==> config.mk <==
export PLATFORM = sky130hd
export DESIGN_NAME = resp_command_array_parser_core_flat
export DESIGN_NICKNAME = d
export VERILOG_FILES = /design/src/sv/rcap_pkg.sv /design/src/sv/rcap_in_if.sv /design/src/sv/rcap_out_if.sv /design/src/sv/resp_command_array_parser_core.sv /design/src/sv/rcap_parser.sv /design/src/flat_wrapper.sv
export SDC_FILE = /design/constraint.sdc
export NUM_CORES = 1
export LEC_CHECK = 0
export BUFFER_PORTS_ARGS = -buffer_cell sky130_fd_sc_hd__clkbuf_2
export CAP_MARGIN = 20
export CORE_MARGIN = 1.5
export CORE_UTILIZATION = 45
export CTS_CLUSTER_SIZE = 12
export DETAILED_ROUTE_END_ITERATION = 7
export PLACE_DENSITY = 0.72
export SYNTH_ARGS = -nofsm -noshare
export SYNTH_HDL_FRONTEND = slang
export SYNTH_SLANG_ARGS = --single-unit
==> constraint.sdc <==
create_clock -name i_clk -period 4.4 [get_ports i_clk]
set_input_delay 0 -clock i_clk [delete_from_list [all_inputs] [get_ports i_clk]]
set_output_delay 0 -clock i_clk [all_outputs]
set_load 0.01 [all_outputs]
==> src/sv/rcap_pkg.sv <==
package rcap_pkg;

    // build-time limits on the parse
    localparam int MAX_ARGS = 64;
    localparam int LEN_BITS = 16;

    localparam int ARG_LIMIT = (MAX_ARGS < 64) ? MAX_ARGS : 64;
    localparam logic [16:0] ARG_LIMIT_W = 17'(ARG_LIMIT);
    localparam logic [16:0] LEN_CAP =
        (LEN_BITS >= 16) ? 17'd65535 : 17'((64'd1 << LEN_BITS) - 64'd1);

    // accumulator saturates one above the largest legal number
    localparam logic [16:0] ACC_SAT = 17'd65536;

    localparam logic [7:0] CH_STAR   = 8'h2A;
    localparam logic [7:0] CH_DOLLAR = 8'h24;
    localparam logic [7:0] CH_CR     = 8'h0D;
    localparam logic [7:0] CH_LF     = 8'h0A;
    localparam logic [7:0] CH_ZERO   = 8'h30;
    localparam logic [7:0] CH_NINE   = 8'h39;

    localparam logic [0:0] CFG_IDX_MAX_ARGS = 1'd0;
    localparam logic [0:0] CFG_IDX_MAX_LEN  = 1'd1;

    localparam logic [6:0]  MAX_ARGS_RST = 7'd64;
    localparam logic [15:0] MAX_LEN_RST  = 16'd65535;

    typedef enum logic [2:0] {
        PH_STAR   = 3'd0,
        PH_COUNT  = 3'd1,
        PH_LF     = 3'd2,
        PH_DOLLAR = 3'd3,
        PH_LEN    = 3'd4,
        PH_DATA   = 3'd5,
        PH_CR     = 3'd6
    } t_phase;

    typedef enum logic [1:0] {
        NEXT_DOLLAR = 2'd0,
        NEXT_DATA   = 2'd1,
        NEXT_END    = 2'd2
    } t_after;

    typedef enum logic [2:0] {
        EV_FRAME    = 3'd0,
        EV_COUNT    = 3'd1,
        EV_LENGTH   = 3'd2,
        EV_ARG_BYTE = 3'd3,
        EV_COMPLETE = 3'd4,
        EV_ERROR    = 3'd5
    } t_event;

    typedef enum logic [1:0] {
        ERR_NONE       = 2'd0,
        ERR_UNEXPECTED = 2'd1,
        ERR_COUNT      = 2'd2,
        ERR_LENGTH     = 2'd3
    } t_err;

    typedef struct packed {
        logic [6:0]  max_arg_count;
        logic [15:0] max_string_length;
    } t_cfg;

    typedef struct packed {
        t_event      event_kind;
        logic [7:0]  out_byte;
        logic [5:0]  arg_position;
        logic [15:0] number_value;
        logic        arg_end;
        t_err        error_code;
    } t_result;

endpackage

==> src/sv/rcap_in_if.sv <==
interface rcap_in_if;
    logic       valid;
    logic       ready;
    logic [7:0] in_byte;

    modport source (output valid, output in_byte, input ready);
    modport sink (input valid, input in_byte, output ready);
endinterface

==> src/sv/rcap_out_if.sv <==
interface rcap_out_if;
    logic        valid;
    logic        ready;
    logic [2:0]  event_kind;
    logic [7:0]  out_byte;
    logic [5:0]  arg_position;
    logic [15:0] number_value;
    logic        arg_end;
    logic [1:0]  error_code;

    modport source (output valid, output event_kind, output out_byte,
                    output arg_position, output number_value, output arg_end,
                    output error_code, input ready);
    modport sink (input valid, input event_kind, input out_byte,
                  input arg_position, input number_value, input arg_end,
                  input error_code, output ready);
endinterface

==> src/sv/resp_command_array_parser_core.sv <==
// A result item is registered in the output register, or in the skid entry while the output stalls.
// Throughput: one byte per cycle while the skid entry is empty; the parse state is a single register stage.
// A two-entry output buffer keeps ready high until its skid entry fills during an output stall.
// Reset (synchronous, active low): parser waits for '*', output buffer empty,
// max_arg_count = 64, max_string_length = 65535.
module resp_command_array_parser_core (
    input  logic        i_clk,
    input  logic        i_rst_n,
    input  logic        i_cfg_we,
    input  logic [0:0]  i_cfg_index,
    input  logic [15:0] i_cfg_data,
    rcap_in_if.sink     i_req,
    rcap_out_if.source  o_evt
);
    import rcap_pkg::*;

    logic [6:0]  r_max_arg_count;
    logic [15:0] r_max_str_len;
    t_cfg        w_cfg;

    t_result     w_result;
    logic        w_take;
    logic        w_out_pop;

    logic        r_out_valid, n_out_valid;
    logic        r_skid_valid, n_skid_valid;
    t_result     r_out, r_skid;
    logic        w_load_out;
    logic        w_load_skid;
    logic        w_out_from_skid;

    always_ff @(posedge i_clk) begin
        if (!i_rst_n) begin
            r_max_arg_count <= MAX_ARGS_RST;
            r_max_str_len   <= MAX_LEN_RST;
        end else if (i_cfg_we) begin
            case (i_cfg_index)
                CFG_IDX_MAX_ARGS: r_max_arg_count <= i_cfg_data[6:0];
                CFG_IDX_MAX_LEN:  r_max_str_len   <= i_cfg_data;
                default: ;
            endcase
        end
    end

    assign w_cfg.max_arg_count     = r_max_arg_count;
    assign w_cfg.max_string_length = r_max_str_len;

    assign i_req.ready = !r_skid_valid;
    assign w_take      = i_req.valid && !r_skid_valid;
    assign w_out_pop   = r_out_valid && o_evt.ready;

    rcap_parser u_parser (
        .i_clk    (i_clk),
        .i_rst_n  (i_rst_n),
        .i_cfg    (w_cfg),
        .i_take   (w_take),
        .i_byte   (i_req.in_byte),
        .o_result (w_result)
    );

    always_comb begin
        n_out_valid     = r_out_valid;
        n_skid_valid    = r_skid_valid;
        w_load_out      = 1'b0;
        w_load_skid     = 1'b0;
        w_out_from_skid = 1'b0;
        if (!r_out_valid || w_out_pop) begin
            if (r_skid_valid) begin
                w_load_out      = 1'b1;
                w_out_from_skid = 1'b1;
                n_out_valid     = 1'b1;
                n_skid_valid    = 1'b0;
            end else begin
                w_load_out  = w_take;
                n_out_valid = w_take;
            end
        end else if (w_take) begin
            w_load_skid  = 1'b1;
            n_skid_valid = 1'b1;
        end
    end

    always_ff @(posedge i_clk) begin
        if (!i_rst_n) begin
            r_out_valid  <= 1'b0;
            r_skid_valid <= 1'b0;
        end else begin
            r_out_valid  <= n_out_valid;
            r_skid_valid <= n_skid_valid;
        end
    end

    always_ff @(posedge i_clk) begin
        if (w_load_out) begin
            r_out <= w_out_from_skid ? r_skid : w_result;
        end
        if (w_load_skid) begin
            r_skid <= w_result;
        end
    end

    assign o_evt.valid        = r_out_valid;
    assign o_evt.event_kind   = r_out.event_kind;
    assign o_evt.out_byte     = r_out.out_byte;
    assign o_evt.arg_position = r_out.arg_position;
    assign o_evt.number_value = r_out.number_value;
    assign o_evt.arg_end      = r_out.arg_end;
    assign o_evt.error_code   = r_out.error_code;

    a_skid_behind_out: assert property (@(posedge i_clk) disable iff (!i_rst_n)
        r_skid_valid |-> r_out_valid)
        else $error("skid entry held while output register empty");

    a_skid_only_on_stall: assert property (@(posedge i_clk) disable iff (!i_rst_n)
        $rose(r_skid_valid) |-> $past(r_out_valid && !o_evt.ready))
        else $error("skid filled without an output stall");

    a_error_fields: assert property (@(posedge i_clk) disable iff (!i_rst_n)
        (o_evt.valid && o_evt.event_kind == EV_ERROR)
        |-> (o_evt.arg_position == 6'd0 && o_evt.number_value == 16'd0 && !o_evt.arg_end))
        else $error("error item carries position, number or end mark");

    a_error_code_match: assert property (@(posedge i_clk) disable iff (!i_rst_n)
        o_evt.valid |-> ((o_evt.error_code != ERR_NONE) == (o_evt.event_kind == EV_ERROR)))
        else $error("error code and event kind disagree");

endmodule

==> src/sv/rcap_parser.sv <==
module rcap_parser (
    input  logic             i_clk,
    input  logic             i_rst_n,
    input  rcap_pkg::t_cfg   i_cfg,
    input  logic             i_take,
    input  logic [7:0]       i_byte,
    output rcap_pkg::t_result o_result
);
    import rcap_pkg::*;

    typedef enum logic [3:0] {
        ACT_STAR,
        ACT_DIGIT,
        ACT_COUNT_OK,
        ACT_LEN_OK,
        ACT_DOLLAR,
        ACT_CR,
        ACT_LF_END,
        ACT_LF_EMPTY,
        ACT_LF_DATA,
        ACT_LF_DOLLAR,
        ACT_DATA,
        ACT_ERR_UNEXP,
        ACT_ERR_COUNT,
        ACT_ERR_LEN
    } t_action;

    t_phase      r_phase, n_phase;
    t_after      r_after, n_after;
    logic [16:0] r_accum, n_accum;
    logic [6:0]  r_arg_total, n_arg_total;
    logic [5:0]  r_arg_index, n_arg_index;
    logic [15:0] r_str_len, n_str_len;
    logic [15:0] r_bytes_rcvd, n_bytes_rcvd;

    t_action     w_act;
    logic        w_is_digit;
    logic [7:0]  w_diff;
    logic [3:0]  w_digit;
    logic [20:0] w_mul;
    logic [16:0] w_acc_sat;
    logic        w_count_bad;
    logic        w_len_bad;
    logic [15:0] w_bytes_next;
    logic        w_data_end;
    logic        w_last_arg;

    assign w_is_digit   = i_byte inside {[CH_ZERO:CH_NINE]};
    assign w_diff       = i_byte - CH_ZERO;
    assign w_digit      = w_diff[3:0];
    // accum * 10 + digit as two shifts
    assign w_mul        = {1'b0, r_accum, 3'b000} + {3'b000, r_accum, 1'b0}
                        + {17'd0, w_digit};
    assign w_acc_sat    = (w_mul > {4'd0, ACC_SAT}) ? ACC_SAT : w_mul[16:0];
    assign w_count_bad  = (r_accum == 17'd0) || (r_accum > {10'd0, i_cfg.max_arg_count})
                        || (r_accum > ARG_LIMIT_W);
    assign w_len_bad    = (r_accum > {1'b0, i_cfg.max_string_length}) || (r_accum > LEN_CAP);
    assign w_bytes_next = r_bytes_rcvd + 16'd1;
    assign w_data_end   = w_bytes_next >= r_str_len;
    assign w_last_arg   = ({1'b0, r_arg_index} + 7'd1) >= r_arg_total;

    always_comb begin
        w_act = ACT_ERR_UNEXP;
        case (r_phase)
            PH_STAR: begin
                if (i_byte == CH_STAR) w_act = ACT_STAR;
            end
            PH_COUNT: begin
                if (w_is_digit) w_act = ACT_DIGIT;
                else if (i_byte == CH_CR) w_act = w_count_bad ? ACT_ERR_COUNT : ACT_COUNT_OK;
            end
            PH_LEN: begin
                if (w_is_digit) w_act = ACT_DIGIT;
                else if (i_byte == CH_CR) w_act = w_len_bad ? ACT_ERR_LEN : ACT_LEN_OK;
            end
            PH_DOLLAR: begin
                if (i_byte == CH_DOLLAR) w_act = ACT_DOLLAR;
            end
            PH_CR: begin
                if (i_byte == CH_CR) w_act = ACT_CR;
            end
            PH_LF: begin
                if (i_byte == CH_LF) begin
                    case (r_after)
                        NEXT_END:  w_act = ACT_LF_END;
                        NEXT_DATA: w_act = (r_str_len == 16'd0) ? ACT_LF_EMPTY : ACT_LF_DATA;
                        default:   w_act = ACT_LF_DOLLAR;
                    endcase
                end
            end
            PH_DATA: w_act = ACT_DATA;
            default: w_act = ACT_ERR_UNEXP;
        endcase
    end

    // next state
    always_comb begin
        n_phase      = r_phase;
        n_after      = r_after;
        n_accum      = r_accum;
        n_arg_total  = r_arg_total;
        n_arg_index  = r_arg_index;
        n_str_len    = r_str_len;
        n_bytes_rcvd = r_bytes_rcvd;
        case (w_act)
            ACT_STAR: begin
                n_phase = PH_COUNT;
                n_accum = 17'd0;
            end
            ACT_DIGIT: n_accum = w_acc_sat;
            ACT_COUNT_OK: begin
                n_arg_total = r_accum[6:0];
                n_arg_index = 6'd0;
                n_accum     = 17'd0;
                n_after     = NEXT_DOLLAR;
                n_phase     = PH_LF;
            end
            ACT_LEN_OK: begin
                n_str_len    = r_accum[15:0];
                n_bytes_rcvd = 16'd0;
                n_accum      = 17'd0;
                n_after      = NEXT_DATA;
                n_phase      = PH_LF;
            end
            ACT_DOLLAR: begin
                n_phase = PH_LEN;
                n_accum = 17'd0;
            end
            ACT_CR:        n_phase = PH_LF;
            ACT_LF_DATA:   n_phase = PH_DATA;
            ACT_LF_DOLLAR: n_phase = PH_DOLLAR;
            ACT_LF_EMPTY, ACT_DATA: begin
                n_bytes_rcvd = w_bytes_next;
                if (w_act == ACT_LF_EMPTY || w_data_end) begin
                    n_str_len    = (w_act == ACT_DATA) ? 16'd0 : r_str_len;
                    n_bytes_rcvd = (w_act == ACT_DATA) ? 16'd0 : r_bytes_rcvd;
                    n_phase      = PH_CR;
                    if (w_last_arg) begin
                        n_after = NEXT_END;
                    end else begin
                        n_arg_index = r_arg_index + 6'd1;
                        n_after     = NEXT_DOLLAR;
                    end
                end
            end
            default: begin
                // request complete or any error: back to waiting for '*'
                n_phase      = PH_STAR;
                n_after      = NEXT_DOLLAR;
                n_accum      = 17'd0;
                n_arg_total  = 7'd0;
                n_arg_index  = 6'd0;
                n_str_len    = 16'd0;
                n_bytes_rcvd = 16'd0;
            end
        endcase
    end

    // result item
    always_comb begin
        o_result.event_kind   = EV_FRAME;
        o_result.out_byte     = i_byte;
        o_result.arg_position = r_arg_index;
        o_result.number_value = 16'd0;
        o_result.arg_end      = 1'b0;
        o_result.error_code   = ERR_NONE;
        case (w_act)
            ACT_COUNT_OK: begin
                o_result.event_kind   = EV_COUNT;
                o_result.arg_position = 6'd0;
                o_result.number_value = r_accum[15:0];
            end
            ACT_LEN_OK: begin
                o_result.event_kind   = EV_LENGTH;
                o_result.number_value = r_accum[15:0];
            end
            ACT_LF_EMPTY: o_result.arg_end = 1'b1;
            ACT_DATA: begin
                o_result.event_kind = EV_ARG_BYTE;
                o_result.arg_end    = w_data_end;
            end
            ACT_LF_END: begin
                o_result.event_kind   = EV_COMPLETE;
                o_result.arg_position = 6'd0;
            end
            ACT_ERR_UNEXP: begin
                o_result.event_kind   = EV_ERROR;
                o_result.arg_position = 6'd0;
                o_result.error_code   = ERR_UNEXPECTED;
            end
            ACT_ERR_COUNT: begin
                o_result.event_kind   = EV_ERROR;
                o_result.arg_position = 6'd0;
                o_result.error_code   = ERR_COUNT;
            end
            ACT_ERR_LEN: begin
                o_result.event_kind   = EV_ERROR;
                o_result.arg_position = 6'd0;
                o_result.error_code   = ERR_LENGTH;
            end
            default: ;
        endcase
    end

    always_ff @(posedge i_clk) begin
        if (!i_rst_n) begin
            r_phase      <= PH_STAR;
            r_after      <= NEXT_DOLLAR;
            r_accum      <= 17'd0;
            r_arg_total  <= 7'd0;
            r_arg_index  <= 6'd0;
            r_str_len    <= 16'd0;
            r_bytes_rcvd <= 16'd0;
        end else if (i_take) begin
            r_phase      <= n_phase;
            r_after      <= n_after;
            r_accum      <= n_accum;
            r_arg_total  <= n_arg_total;
            r_arg_index  <= n_arg_index;
            r_str_len    <= n_str_len;
            r_bytes_rcvd <= n_bytes_rcvd;
        end
    end

    a_accum_bounded: assert property (@(posedge i_clk) disable iff (!i_rst_n)
        r_accum <= ACC_SAT)
        else $error("accumulator above saturation value");

    a_index_below_total: assert property (@(posedge i_clk) disable iff (!i_rst_n)
        (r_phase == PH_DATA || r_phase == PH_DOLLAR || r_phase == PH_LEN)
        |-> ({1'b0, r_arg_index} < r_arg_total))
        else $error("argument index past argument count");

    a_data_needs_length: assert property (@(posedge i_clk) disable iff (!i_rst_n)
        (r_phase == PH_DATA) |-> (r_str_len != 16'd0 && r_bytes_rcvd < r_str_len))
        else $error("data phase without bytes outstanding");

endmodule
==> src/flat_wrapper.sv <==
// flat-port wrapper written by rule: the top's interface ports become plain ports
module resp_command_array_parser_core_flat import rcap_pkg::*;
  (i_clk, i_rst_n, i_cfg_we, i_cfg_index, i_cfg_data, i_req_valid, i_req_in_byte, i_req_ready, o_evt_valid, o_evt_event_kind, o_evt_out_byte, o_evt_arg_position, o_evt_number_value, o_evt_arg_end, o_evt_error_code, o_evt_ready);
  rcap_in_if i_req_i ();
  rcap_out_if o_evt_i ();
  input  logic i_clk;
  input  logic i_rst_n;
  input  logic i_cfg_we;
  input  logic [0:0] i_cfg_index;
  input  logic [15:0] i_cfg_data;
  input wire logic [$bits(i_req_i.valid)-1:0] i_req_valid;
  input wire logic [$bits(i_req_i.in_byte)-1:0] i_req_in_byte;
  output wire logic [$bits(i_req_i.ready)-1:0] i_req_ready;
  output wire logic [$bits(o_evt_i.valid)-1:0] o_evt_valid;
  output wire logic [$bits(o_evt_i.event_kind)-1:0] o_evt_event_kind;
  output wire logic [$bits(o_evt_i.out_byte)-1:0] o_evt_out_byte;
  output wire logic [$bits(o_evt_i.arg_position)-1:0] o_evt_arg_position;
  output wire logic [$bits(o_evt_i.number_value)-1:0] o_evt_number_value;
  output wire logic [$bits(o_evt_i.arg_end)-1:0] o_evt_arg_end;
  output wire logic [$bits(o_evt_i.error_code)-1:0] o_evt_error_code;
  input wire logic [$bits(o_evt_i.ready)-1:0] o_evt_ready;
  assign i_req_i.valid = i_req_valid;
  assign i_req_i.in_byte = i_req_in_byte;
  assign i_req_ready = i_req_i.ready;
  assign o_evt_valid = o_evt_i.valid;
  assign o_evt_event_kind = o_evt_i.event_kind;
  assign o_evt_out_byte = o_evt_i.out_byte;
  assign o_evt_arg_position = o_evt_i.arg_position;
  assign o_evt_number_value = o_evt_i.number_value;
  assign o_evt_arg_end = o_evt_i.arg_end;
  assign o_evt_error_code = o_evt_i.error_code;
  assign o_evt_i.ready = o_evt_ready;
  resp_command_array_parser_core u_core (.i_clk(i_clk), .i_rst_n(i_rst_n), .i_cfg_we(i_cfg_we), .i_cfg_index(i_cfg_index), .i_cfg_data(i_cfg_data), .i_req(i_req_i), .o_evt(o_evt_i));
endmodule
==> metrics.cfg, run 1 <==
[yosys]
syn_inst=984
synth_edf_count=72
yosysUniqueCellTypes=72
seq_area_frac_synth_pct=41.9
yosysWarnings=0
async_flop_share_pct=0
avgSynthCellArea_um2=9.70
yosys_register_bits=164
syn_nets=1099
synth_ff_type=dfxtp_1
netlist_area_um2=9550

[clocking]
cts_max_level=4
cts_tree=yes
cts-root-buf=clkbuf_16
clock_latency_ns=0.44
clock-sinks=164
clk_pin_slew_ns=0.07
clock_path_buffers=2
cts_buffers=17

[placed_design]
place.gp.congestion=0.849
place_hpwl_um=16500
place.port_buffers=67

[global_route]
grt_pass1_vias=7467
grt_overflow=0
grt_max_degree=78
antenna_found_initial=0
grt_first_pass_wirelength_um=38000
track_usage_pct=21.9

[run_status]
outcome=finished, final reports clean

[route]
avgRoutedWirePerCell_um=17.1
vias=7772
drt_wl_total_um=23300
drc_errors=0
ant_nets=0
first_iter_violations=570
viasPerCell=5.70
dr.pass1.iters=5

[setup_path]
start_kind=register
critical_path.max_fanout=7
crit_required_ns=4.75
critPathCaptureType=register
crit_top_cell=and3_1
slowest_delay_ns=0.47
cp_slowest_cell=or3_1
path_cells=ha_1 -> and3_1 -> and3_1 -> and3_1 -> and3_1 -> and3_1 -> nand3_1 -> xnor2_1 -> ha_1 -> a21o_1 -> a21o_1 -> nor2_1 -> a21o_1 -> a21oi_1 -> a22oi_2 -> or3_1 -> o31ai_1
worst-path-buf-inv=0
cpLargestDelayFamily=simple AND/OR/NAND/NOR gates
path_class=reg2reg
crit_arrival_ns=4.46

[timing]
slew_headroom_pct=34.0
slew_viol_final=0
setup_viol=0
finalCritPeriodShare_pct=93.6
finalHoldViolCount=0
worst_pin_slew_ns=0.991
fin_crit_ns=4.12
max_freq_ghz=0.243
fin_skew_ns=0.0112
finalSetupTns_ns=0

[cells_and_area]
fin_util_pct=52.7
final_nets=1190
area_delta_synth_final_pct=15.4
diodes=0
drive_gt1_share_pct=14.6
fillers=1891

[power]
p_seq_share_pct=44.9
combPwrFrac_pct=19.0
p_switching_uw=1120
switching_share_pct=29.6
power_leakage_uw=0.00476
power.density_cell_area_nw_per_um2=344
clkPwrFrac_pct=36.1
peakVddDrop_uv=294
p_int_uw=2660

[floorplanning]
initial_core_util_pct=45.7
coreArea_um2=20900
row_count=53
die_area_um2=22100
dieHeight_um=149
fp.dieW_um=149
ios=68

[job]
maxCapViolCount=0

[hold_path]
hold_class=in2reg

-- cell usage after synthesis, drive strengths merged, types with 3 or more instances --
master	number	share of area, %
nand2	122	4.8
dfxtp	92	19
ha	83	11
edfxtp	72	23
inv	64	2.5
nor2	57	2.3
a21oi	40	2.1
clkbuf	34	1.4
o211ai	34	2.7
nand3	28	1.5
o21ai	28	1.5
a22o	27	2.5
and2	25	1.6
xnor2	22	2.0
mux2i	21	2.2
mux2	20	2.4
o31ai	19	1.5
nor3	17	0.94
o2111ai	17	1.6
and3	16	1.0
a21o	15	1.2
buf	12	0.94
xor2	12	1.1
a211oi	10	0.84
nand4	9	0.59
nor4	9	0.75
nand2b	7	0.46
nor2b	7	0.46
a31oi	6	0.39
o21a	6	0.47
o311ai	4	0.37
a32o	3	0.31
a41oi	3	0.28
nor4b	3	0.43
o22ai	3	0.20
or3	3	0.20
or4	3	0.24
-- what timing repair did --
action / CTS / global route
hold endpoints to repair: 41 / 0
hold buffers: 25 / 0
gates resized for setup: 0 / 2
setup endpoints to repair: 0 / 14
buffers inserted: 0 / 2
-- area by class of cell --
class | instances | area (µm²) | share of cell area, %
Clock buffer | 20 | 447 | 4.06
Clock inverter | 12 | 85.1 | 0.773
Inverter | 64 | 240 | 2.18
Multi-Input combinational cell | 710 | 5100 | 46.3
Sequential cell | 164 | 4000 | 36.4
Tap cell | 275 | 344 | 3.12
Timing Repair Buffer | 118 | 793 | 7.20
-- path summary, 6_finish.rpt --
path	cells after the start	startpoint	slack, ns	endpoint
min reg2reg	2	u_core.u_parser.r_str_len[3]	0.48	u_core.u_parser.r_str_len[3]
min	3	o_evt_ready	0.03	u_core.r_skid_valid
max	17	u_core.u_parser.r_bytes_rcvd[0]	0.28	u_core.u_parser.r_arg_index[3]
max reg2reg	17	u_core.u_parser.r_bytes_rcvd[0]	0.28	u_core.u_parser.r_arg_index[3]
-- placed cells by master, fill, tap and decap left out, drive strengths merged, types with 26 or more instances in the layout --
cell and n:
a21oi 40, a22o 27, buf 26, clkbuf 87, dfxtp 92, edfxtp 72
ha 83, inv 65, nand2 122, nand3 28, nor2 57, o211ai 34
o21ai 28
-- tightest hold or removal path: cells and delay by family --
family        cells  cell delay (ns)
buf+inv           1             0.07
simple gates      2             0.35
-- registers in the layout, indices dropped and copies added (netlist names) --
register / cells
u_core.r_skid: 36
u_core.u_parser.r_accum: 17
u_core.o_evt.number_value: 16
u_core.r_max_str_len: 16
u_core.u_parser.r_bytes_rcvd: 16
u_core.u_parser.r_str_len: 16
u_core.o_evt.out_byte: 8
u_core.r_max_arg_count: 7
u_core.u_parser.r_arg_total: 7
u_core.o_evt.arg_position: 6
u_core.u_parser.r_arg_index: 6
u_core.o_evt.event_kind: 3
u_core.u_parser.r_phase: 3
u_core.o_evt.error_code: 2
u_core.u_parser.r_after: 2
u_core.o_evt.arg_end: 1
u_core.o_evt.valid: 1
u_core.r_skid_valid: 1
-- metrics by stage --
step	worst slack (ns)	instances	cell area (µm²)	hold slack [ns]	power [µW]
2_1_floorplan	0.591	984	9550	0.0989	2230
3_5_place_dp	0.173	1302	10200	0.230	2420
6_report	0.281	1363	11000	0.0304	3780
4_1_cts	0.146	1359	11000	0.0118	3790
5_1_grt	-0.0289	1363	11000	0.0664	3940
3_3_place_gp	0.338	1302	10200	0.222	2400
-- power by group through the flow --
stage | Sequential, µW | Combinational, µW | Clock (µW)
global placement | 1730 | 673 | 0
finish | 1700 | 720 | 1360
CTS | 1700 | 707 | 1380
floorplan | 1740 | 492 | 0
detailed placement | 1730 | 686 | 0
global route | 1710 | 786 | 1450
-- logic make-up after synthesis --
family                     Yosys count  synth area share [%]
and+or+nand+nor                    316                  16.3
AOI/OAI and AO/OA                  234                  18.0
adders and majority gates           85                  11.3
xor gates and xnor gates            34                  3.12
DFF                                164                  41.9
buffers and inverters              110                  4.81
muxes                               41                  4.56
-- layer usage --
metal / part of all wire (%) / track usage, % / up-vias / routed length [µm]
met5: 0 / 0 / - / 0
met4: 2.4 / 8.61 / 0 / 565
met3: 4.5 / 3.19 / 46 / 1040
met2: 46 / 35.5 / 218 / 10800
met1: 47 / 29.5 / 3687 / 10900
li1: - / - / 3821 / -
Note: power is estimated with default switching activity, not from simulation.
==> run 2: changes to the inputs <==
Settings changed: PLACE_DENSITY 0.72 to 0.75.
Clock period 4.4 ns to 3.75 ns, I/O delays scaled along.
==> metrics.cfg, run 2 (same netlist as run 1, synthesis figures left out) <==
[run_status]
outcome=finished, final reports clean

[job]
maxCapViolCount=0  ; unchanged

[timing]
fin_skew_ns=0.0160  ; +0.00482 ns
fin_crit_ns=3.69  ; -0.430 ns
slew_headroom_pct=36.7  ; +2.7 points
slew_viol_final=0  ; unchanged
worst_pin_slew_ns=0.950  ; -0.0407 ns
rsz0062_at_grt=true
finalHoldViolCount=0  ; unchanged
hold_slack_ns=0.0575  ; +0.0271 ns
finalSetupTns_ns=0  ; unchanged
max_freq_ghz=0.271  ; +12%
finalCritPeriodShare_pct=98.4  ; +4.8 points
setup_viol=0  ; unchanged

[cells_and_area]
largest_reg_flops=36  ; unchanged
final_nets=1237  ; +3.9%
largest-register=u_core.r_skid
layout_common_cells=120 x nand2_1, 88 x dfxtp_1, 82 x ha_1
final_common_cell=nand2_1
reg_top3=u_core.r_skid (36), u_core.u_parser.r_accum (17)
area_delta_synth_final_pct=22.3
drive_gt1_share_pct=21.0  ; +6.4 points

[global_route]
grt_util_met1_pct=30.2  ; +0.69 points
grt_max_degree=78  ; unchanged
top_usage_layer=met2
track_usage_pct=22.7  ; +0.80 points
grtUsageMet3_pct=3.83  ; +0.64 points
antenna_found_initial=1  ; +1
grt_overflow=0  ; unchanged
grt.met2_usage_pct=37.2  ; +1.7 points
grt_first_pass_wirelength_um=39500  ; +4.0%
grt_pass1_vias=7703  ; +3.2%

[route]
vias=8124  ; +4.5%
avgRoutedWirePerCell_um=17.6  ; +3.1%
ant_nets=0  ; unchanged
first_iter_violations=628  ; +10%
viasPerCell=5.76  ; +0.97%
dr.pass1.iters=5  ; unchanged
drc_errors=0  ; unchanged
drt_wl_total_um=24800  ; +6.7%

[clocking]
clock-sinks=164  ; unchanged
clk_pin_slew_ns=0.07  ; about the same
clock_latency_ns=0.44  ; about the same
cts-root-buf=clkbuf_16
cts_max_level=4  ; unchanged
cts_tree=yes
clock_path_buffers=2  ; unchanged
cts_buffers=17  ; unchanged

[setup_path]
start_kind=register
r2r_setup_slack_ns=0.06  ; -0.22 ns
path_class=reg2reg
critPathCaptureType=register
crit_required_ns=4.09  ; -0.66 ns
reg2reg_from=u_core.u_parser.r_bytes_rcvd[0]
rr_endpoint=u_core.u_parser.r_bytes_rcvd[14]
r2r.worst_path.cells=19  ; +2
critical_path.max_fanout=6  ; -1
crit_arrival_ns=4.03  ; -0.43 ns

[power]
peakVddDrop_uv=347  ; +18%
power_leakage_uw=0.00510  ; +7.3%
power.density_cell_area_nw_per_um2=418  ; +22%

[hold_path]
min_path_cells=3  ; unchanged
hold_end=u_core.r_max_arg_count[6]
hold_class=in2reg
worstHoldStart=i_cfg_index

[floorplanning]
initial_core_util_pct=45.7  ; unchanged
fp.dieW_um=149  ; unchanged
coreArea_um2=20900  ; unchanged
die_area_um2=22100  ; unchanged
row_count=53  ; unchanged
dieHeight_um=149  ; unchanged
ios=68  ; unchanged

[placed_design]
place.port_buffers=67  ; unchanged
place.gp.congestion=0.914  ; +7.7%
place_hpwl_um=17200  ; +3.9%

[run 2: how the worst max path moves through the flow]
| stage | startpoint | to | depth (start not counted) |
|---|---|---|---|
| 3_5_place_dp | u_core.u_parser.r_bytes_rcvd[0] | u_core.u_parser.r_arg_index[4] | 17 |
| 2_1_floorplan | u_core.u_parser.r_bytes_rcvd[0] | u_core.u_parser.r_str_len[10] | 20 |
| 3_3_place_gp | u_core.u_parser.r_bytes_rcvd[0] | u_core.u_parser.r_bytes_rcvd[15] | 19 |
| 5_1_grt | i_req_in_byte[3] | u_core.u_parser.r_accum[8] | 15 |
| 4_1_cts | u_core.u_parser.r_bytes_rcvd[0] | u_core.u_parser.r_bytes_rcvd[15] | 19 |
| 6_report | u_core.u_parser.r_bytes_rcvd[0] | u_core.u_parser.r_bytes_rcvd[14] | 19 |
[run 2: layer usage]
layer,wire (µm),vias up
li1,-,3926
met1,10800,3835
met2,11900,305
met3,1590,58
met4,546,0
met5,0,-
[run 2: per-stage QoR]
step / total power (µW) / util, % / setup slack, ns / cell area [µm²] / cells
2_1_floorplan: 2620 / - / 0.00228 / 9550 / 984
3_3_place_gp: 2920 / 50.4 / 0.0984 / 10500 / 1343
3_5_place_dp: 2950 / 50.4 / 0.0566 / 10500 / 1343
4_1_cts: 4850 / 54.7 / 0.00569 / 11400 / 1400
6_report: 4880 / 55.9 / 0.0606 / 11700 / 1411
5_1_grt: 5060 / 55.9 / -0.0870 / 11700 / 1411
[run 2: final cells by class]
cell class	count	area [µm²]
antenna	1	2.50
clock buffer	17	425
clock inverter	15	210
fill	1798	9220
inverter	64	240
multi-input combinational	710	5250
sequential	164	4010
tap	275	344
timing repair buffer	165	1190
[run 2: timing repair]
action | CTS | global route
gates resized for setup | 1 | 35
endpoints found under the hold margin | 40 | 0
pin swaps | 0 | 10
hold buffers | 25 | 0
buffers inserted | 0 | 7
gates cloned | 0 | 1
endpoints found under the setup margin | 1 | 55
[run 2: power breakdown]
part | internal, µW | switching, µW
clock | 1080 | 813
combinational | 404 | 582
sequential | 1950 | 40.4
total | 3440 | 1440
[run 2: critical path, cell delays in order, from the launching register on]
cell,delay (ns)
dfxtp_2,0.36
ha_4,0.14
and3_4,0.18
and3_4,0.19
and3_4,0.19
and3_4,0.19
and3_4,0.21
nand3_4,0.10
xnor2_2,0.16
ha_1,0.32
a21o_1,0.17
a21o_1,0.20
nor2_2,0.12
buf_4,0.13
a21oi_2,0.07
buf_6,0.17
nor3_4,0.20
nand2_2,0.08
buf_2,0.21
o31ai_1,0.19
==> run 3: changes to the inputs <==
Settings changed: REMOVE_ABC_BUFFERS from default to 1.
==> metrics.cfg, run 3 (same netlist as run 1, synthesis figures left out) <==
[power]
power.density_cell_area_nw_per_um2=405  ; -3.1%
peakVddDrop_uv=381  ; +10%
p_switching_uw=1350  ; -6.2%
power_leakage_uw=0.00496  ; -2.7%
clkPwrFrac_pct=37.4  ; -1.5 points
p_seq_share_pct=42.9  ; +2.0 points
switching_share_pct=29.0  ; -0.48 points
combPwrFrac_pct=19.8  ; -0.4 points
p_int_uw=3300  ; -4.0%
finalPower_uw=4650  ; -4.7%

[hold_path]
worstHoldStart=o_evt_ready
hold_end=u_core.r_skid_valid
min_path_cells=3  ; unchanged
hold_class=in2reg

[setup_path]
critical_path.max_fanout=6  ; unchanged
crit_required_ns=4.09  ; about the same
r2r.worst_path.cells=19  ; unchanged
reg2reg_from=u_core.u_parser.r_bytes_rcvd[1]
rr_endpoint=u_core.u_parser.r_bytes_rcvd[8]
crit_arrival_ns=4.00  ; -0.03 ns
r2r_setup_slack_ns=0.09  ; +0.03 ns
start_kind=register
path_class=reg2reg
critPathCaptureType=register

[route]
ant_nets=0  ; unchanged
drc_errors=0  ; unchanged
vias=8009  ; -1.4%
dr.pass1.iters=5  ; unchanged
avgRoutedWirePerCell_um=17.0  ; -3.7%
viasPerCell=5.77  ; +0.22%
first_iter_violations=569  ; -9.4%
drt_wl_total_um=23500  ; -5.3%

[timing]
hold_slack_ns=0.0412  ; -0.0163 ns
worst_pin_slew_ns=1.01  ; +0.0650 ns
fin_skew_ns=0.00917  ; -0.00687 ns
slew_viol_final=0  ; unchanged
fin_crit_ns=3.66  ; -0.0277 ns
slew_headroom_pct=32.3  ; -4.3 points
max_freq_ghz=0.273  ; +0.76%
finalHoldViolCount=0  ; unchanged
finalCritPeriodShare_pct=97.6  ; -0.74 points
setup_viol=0  ; unchanged

[global_route]
grt_max_degree=78  ; unchanged
track_usage_pct=21.9  ; -0.80 points
grt_overflow=0  ; unchanged
antenna_found_initial=0  ; -1
grt_pass1_vias=7689  ; -0.18%
grt_first_pass_wirelength_um=38300  ; -2.9%

[job]
maxCapViolCount=0  ; unchanged

[cells_and_area]
final_common_cell=nand2_1
area_delta_synth_final_pct=20.3
largest-register=u_core.r_skid
reg_top3=u_core.r_skid (36), u_core.u_parser.r_accum (17)
final_nets=1215  ; -1.8%
diodes=0  ; -1
fin_util_pct=55.0  ; -0.89 points
instances_no_fill=1388  ; -1.6%
drive_gt1_share_pct=19.3  ; -1.7 points
largest_reg_flops=36  ; unchanged
layout_common_cells=120 x nand2_1, 88 x dfxtp_1, 82 x ha_1

[placed_design]
place_inst=1326  ; -1.3%
place_hpwl_um=16400  ; -4.6%
place.gp.congestion=0.900  ; -1.6%
place.port_buffers=67  ; unchanged

[floorplanning]
dieHeight_um=149  ; unchanged
initial_core_util_pct=45.7  ; unchanged
fp.dieW_um=149  ; unchanged
die_area_um2=22100  ; unchanged
row_count=53  ; unchanged
coreArea_um2=20900  ; unchanged
ios=68  ; unchanged

[clocking]
cts_tree=yes
cts_buffers=17  ; unchanged
cts_max_level=4  ; unchanged
clock-sinks=164  ; unchanged
cts-root-buf=clkbuf_16
clk_pin_slew_ns=0.06  ; about the same
clock_path_buffers=2  ; unchanged
clock_latency_ns=0.44  ; about the same

[run_status]
outcome=finished, final reports clean

run 3: through the flow:
stage | cell area (µm²) | TNS (ns) | setup slack, ns
floorplan | 9330 | -13.81 | -0.540
global placement | 10400 | 0 | 0.0719
detailed placement | 10400 | -0.0753 | -0.0753
CTS | 11300 | 0 | 0.00530
global route | 11500 | -0.232 | -0.0541
finish | 11500 | 0 | 0.0884
run 3: worst max path at each step:
stage / end / depth (start not counted) / slack [ns] / start
final: u_core.u_parser.r_bytes_rcvd[8] / 19 / 0.09 / u_core.u_parser.r_bytes_rcvd[1]
after global routing: u_core.u_parser.r_bytes_rcvd[6] / 19 / -0.05 / u_core.u_parser.r_bytes_rcvd[1]
after CTS: u_core.u_parser.r_accum[1] / 15 / 0.005 / i_req_in_byte[3]
after detailed placement: u_core.u_parser.r_bytes_rcvd[15] / 19 / -0.08 / u_core.u_parser.r_bytes_rcvd[1]
after global placement: u_core.u_parser.r_accum[3] / 13 / 0.07 / u_core.u_parser.r_accum[0]
after floorplan: u_core.u_parser.r_arg_index[4] / 16 / -0.54 / u_core.u_parser.r_bytes_rcvd[2]
run 3: cell type report:
| type | instances | area (µm²) |
|---|---|---|
| Clock inverter | 13 | 149 |
| Inverter | 64 | 240 |
| Clock buffer | 19 | 433 |
| Multi-Input combinational cell | 710 | 5260 |
| Sequential cell | 164 | 4010 |
| Fill cell | 1802 | 9400 |
| Timing Repair Buffer | 143 | 1050 |
| Tap cell | 275 | 344 |
run 3: critical path: stages (launching register included):
cell and delay (ns):
dfxtp_4 0.37, ha_4 0.13, and3_4 0.19, and3_4 0.19, and3_4 0.20, and3_4 0.19
and3_4 0.21, nand3_4 0.09, xnor2_2 0.15, ha_1 0.32, a21o_1 0.16, a21o_1 0.19
nor2_2 0.12, a21o_1 0.14, a21oi_2 0.05, buf_6 0.17, nor3_4 0.14, nand2_2 0.11
buf_6 0.20, o31ai_1 0.23
run 3: per-layer routing:
metal  vias up  track usage [%]  routed length, µm
met5         -                0                  0
met2       241             35.6              10900
met4         0             9.01                689
li1       3887                -                  -
met1      3828             28.9              10800
met3        53             3.77               1120
run 3: power by group through the flow:
stage	Combinational (µW)	Clock, µW	Sequential [µW]
2_1_floorplan	503	0	2040
3_3_place_gp	837	0	2030
3_5_place_dp	854	0	2030
4_1_cts	892	1750	1990
5_1_grt	1000	1820	2000
6_report	919	1740	1990
run 3: what timing repair did:
item                                   in CTS  in global routing
pin swaps                                   0                  9
endpoints found under the hold margin      41                  0
setup endpoints to repair                  18                 56
hold buffers                               25                  0
gates cloned                                0                  1
buffers inserted                            0                  3
resized for setup                           7                 40
